<file path="config.mk">
export PLATFORM = sky130hd
export DESIGN_NAME = gssl_ram
export DESIGN_NICKNAME = d
export VERILOG_FILES = /design/src/hdl/gssl_ram.sv
export SDC_FILE = /design/constraint.sdc
export NUM_CORES = 2
export LEC_CHECK = 0
export BUFFER_PORTS_ARGS = -buffer_cell sky130_fd_sc_hd__buf_2
export CELL_PAD_IN_SITES_DETAIL_PLACEMENT = 0
export CELL_PAD_IN_SITES_GLOBAL_PLACEMENT = 1
export CORE_UTILIZATION = 45
export CTS_BUF_LIST = sky130_fd_sc_hd__clkbuf_16
export CTS_CLUSTER_DIAMETER = 30
export DETAILED_ROUTE_END_ITERATION = 6
export GPL_ROUTABILITY_DRIVEN = 0
export PLACE_DENSITY_LB_ADDON = 0.05
export SETUP_SLACK_MARGIN = 0.15
export SLEW_MARGIN = 5
export SYNTH_ARGS = -nofsm -noshare
export SYNTH_HDL_FRONTEND = slang
export SYNTH_SLANG_ARGS = --single-unit
</file>
<file path="constraint.sdc">
create_clock -name aclk -period 3.08 [get_ports aclk]
set_input_delay 0.154 -clock aclk [delete_from_list [all_inputs] [get_ports aclk]]
set_output_delay 0.154 -clock aclk [all_outputs]
set_load 0.03 [all_outputs]
</file>
<file path="src/hdl/gssl_ram.sv">
`timescale 1ns / 1ps
`default_nettype none

module gssl_ram #(
    parameter int WIDTH = 16,
    parameter int DEPTH = 256
) (
    input  wire logic                                        aclk,
    input  wire logic                                        we,
    input  wire logic [((DEPTH > 1) ? $clog2(DEPTH) : 1)-1:0] waddr,
    input  wire logic [WIDTH-1:0]                            wdata,
    input  wire logic                                        re,
    input  wire logic [((DEPTH > 1) ? $clog2(DEPTH) : 1)-1:0] raddr,
    output logic      [WIDTH-1:0]                            rdata
);

    logic [WIDTH-1:0] mem [DEPTH];
    logic [WIDTH-1:0] rdata_reg;

    // one write port, one registered read port
    always_ff @(posedge aclk) begin
        if (we) begin
            mem[waddr] <= wdata;
        end
        if (re) begin
            rdata_reg <= mem[raddr];
        end
    end

    assign rdata = rdata_reg;

endmodule

`default_nettype wire

</file>
=== Yosys cells after proc, flatten, opt, wreduce, memory -nomap -nowiden ===
Memory sizes are Yosys's and may differ from the RTL's. A register that Yosys moved wholly into a read port is not among the register bits.
Cells that the tools add are included.
W data, S select, Z words.

* Register bits: 0
* RAM bits: 4096
* Input port bits: 35
* Output and inout bits: 16
* Word-level logic and storage cells: 3
* Memories kept: 1

{| class="wikitable"
|+ Memories
! memory !! depth !! bits a word !! rd ports !! clocked after Yosys merged registers in !! write ports !! RTL line !! text
|-
| mem || 256 || 16 || 1 || 1 || 1 || 17 || <nowiki>logic [WIDTH-1:0] mem [DEPTH];</nowiki>
|}

* Mux-type cells: 2

{| class="wikitable"
|+ Operators by type and width
! kind !! number
|-
| $mux W1 || 2
|}

=== Logic depth before layout (Yosys ltp) ===
* Depth after elaboration: 2
* Depth in mapped cells: 12

=== Worst setup path before layout ===
OpenSTA, ideal clock, no wires.

* Path type: input to register
* Start point: input port raddr[0] in the netlist's numbering
* End point: register rdata_reg[4] (netlist: rdata[4]), read port of mem (data pin)
* Setup time: 265 ps
* Arrival: 2138 ps
* Data required time: 2815 ps
* Slack: 677 ps
* Stages on the path: 8
* Cells stage by stage: buf_6 > buf_6 > buf_2 > mux4_2 > mux4_2 > a22o_1 > o32ai_2 > nor4_2

{| class="wikitable"
|+ RTL lines
! element !! RTL line !! text
|-
| start, declared || 13 || <nowiki>input wire logic [((DEPTH > 1) ? $clog2(DEPTH) : 1)-1:0] raddr,</nowiki>
|-
| end, declared || 18 || <nowiki>logic [WIDTH-1:0] rdata_reg;</nowiki>
|}

==> impl_metrics.yaml <==
global_route:
  use_met1_pct: 37.3
  grt_usage_pct: 26.3
  grt_pass1_wl_mm: 656
  antenna_found_initial: 26
  met3_usage_pct: 4.21
  busiest_layer: "met2"
  grt_max_degree: 121
  overflow: 0
  use_met2_pct: 42.4
  grt_pass1_vias: 84700
floorplanning:
  fp.dieW_um: 596
  design.portCount: 51
  start_util_pct: 45.4
  die_h_um: 596
  num_rows: 217
  die_area_mm2: 0.355
  coreArea_mm2: 0.350
placement:
  dp_hpwl_mm: 289
  io_buffers: 50
  dp_slack_ps: -829
  postPlaceCellArea_mm2: 0.172
synthesis:
  ys.flop_type: "edfxtp_1"
  yosys-top-cells-area: "edfxtp_1 (78%), mux4_2 (11%), mux2i_1 (3.6%)"
  yosysTopAreaCell: "edfxtp_1"
  synth_mux_area_share_pct: 15.5
  seq_area_frac_synth_pct: 77.7
  synthesis.nets: 7395
  synth_top_area_share_pct: 77.7
  synth_top_family_by_area: "multiplexers"
  syn_area_per_cell_um2: 21.6
  synth_area_mm2: 0.159
  synth-compound-area-share_pct: 3.53
  synth_adder_area_share_pct: 0
  synth_edf_count: 4112
  synth_warnings: 0
  synth-async-reset-ratio_pct: 0
  synth_xor_area_share_pct: 0
  synth.most_common_cell: "edfxtp_1"
  ys_seq_elements: 4112
  synthCells: 7360
  synth_top_cells_by_count: "edfxtp_1 (4112), mux4_2 (797), mux2i_1 (565), nor2_1 (304), o221ai_1 (252)"
  synth.distinct_cells: 51
  yosys.area_share.simple_pct: 1.57
sta:
  holdWs_ps: 118
  slew_headroom_pct: 27.4
  slew_violations: 0
  setup_violations: 0
  rsz0062_at_grt: "false"
  fin_crit_ps: 2890
  clock_skew_ps: 28.8
  fmax_mhz: 346
  worst_slack_ps: 190
  fin_tns_setup_ps: 0
  tightest_slew_ps: 1090
  period_share_pct: 93.8
  hold_viol_final: 0
clock_tree:
  post_cts_buffers: 0
  cts.clk_slew.worst_paths_ps: 50
  cts_buffer_depth: 4
  cts_sinks: 4112
  clk_latency_ps: 1040
  ctsRootBufferMaster: "clkbuf_16"
  cts_buffers: 820
  h-tree-depth: 6
  tritoncts: "done"
power:
  p_per_area_mw_per_mm2: 780
  leakage_nw: 67.5
  ir_drop_v: 0.000756
setup_path:
  path_max_fanout: 1
  cp_data_arrival_time_ps: 3640
  startpoint_type: "flip-flop"
  crit_type: "flip-flop to flip-flop"
  crit_required_ps: 3830
  cp-end-kind: "flip-flop"
detailed_routing:
  vias: 83200
  drt-pass1-iter-count: 5
  drt-vias-per-instance: 5.90
  drtAntennaViolNets: 0
  wl_mm: 469
  drc: 0
  drt_iter0_drc: 8894
  wl_per_cell_um: 33.3
worst_hold_path:
  worstHoldPathType: "primary input to flip-flop"
layout:
  drive_gt1_share_pct: 35.5
  fin_util_pct: 57.2
  area_growth_pct: 26.1
  largest_register_ffs: 4096
  design_area_mm2: 0.200
  nets: 8825
run:
  cap_violations: 0
outcome:
  status: "completed"
[stage by stage]
stage          total power, mW  cells
3_3_place_gp              69.7  12500
5_1_grt                    160  14100
3_5_place_dp              69.7  12500
4_1_cts                    158  14100
2_1_floorplan             66.0   7360
6_report                   156  14100
[worst paths after layout]
path | start | end | slack [ps] | depth (start not counted)
max | mem[50][3] | rdata[3] | 190 | 7
min | raddr[6] | rdata[15] | 120 | 4
max reg2reg | mem[50][3] | rdata[3] | 190 | 7
min reg2reg | mem[255][0] | rdata[0] | 1230 | 5
[critical path: stages, from the launching register on]
cell      delay (ps)
edfxtp_1         380
mux4_2           480
mux4_2           520
a22o_1           300
buf_12           160
o32ai_1          440
buf_4            250
nor4_1            70
[routing by layer]
layer,part of all wire [%],wire length (um)
met1,42,199000
met2,48,226000
met3,6.7,31400
met4,2.6,12400
met5,0.0077,36
[cells in the final DEF, fill, tap and decap left out, drive strengths merged, types with 9 or more instances in the layout]
master and instances:
dlygate4sd3 31, a21oi 175, mux4 797, mux2i 565
a221oi 28, a22oi 43, nor4 18, a211oi 18
mux2 88, bufinv 116, a22o 32, clkinv 329
nand2 38, nor2 304, nor2b 9, o22ai 148
edfxtp 4112, nand3 35, o21ai 38, o221ai 253
clkbuf 841, and3 11, clkinvlp 72, o31ai 16
inv 168, nor3 92, buf 1028, nand4 26
o32ai 21
[kinds of logic after synthesis]
| group | Yosys count |
|---|---|
| DFF | 4112 |
| muxes | 1450 |
| AOI/OAI and AO/OA | 786 |
| and+or+nand+nor | 556 |
| buffers and inverters | 456 |
[final cells by class]
class                   count  area (um2)
multi-input cells        2792       33300
well taps                4599        5750
flip-flops and latches   4112      123000
clock inverters           681        6790
fillers                 26100      150000
inverters                   4        27.5
clock buffers             840       21000
repair buffers           1060        9960
diodes                      7        17.5
[power breakdown]
part           total (mW)  internal [mW]  switching, mW
clock network        87.6           58.8           28.8
logic                6.75           2.55           4.21
registers            62.0           61.9         0.0883
total                 156            123           33.1
[repair_timing]
action	in CTS	in global routing
resized for setup	16	5
endpoints found under the setup margin	10	4
hold buffers	31	0
endpoints found under the hold margin	4000	0
(Power assumes the default switching activity.)
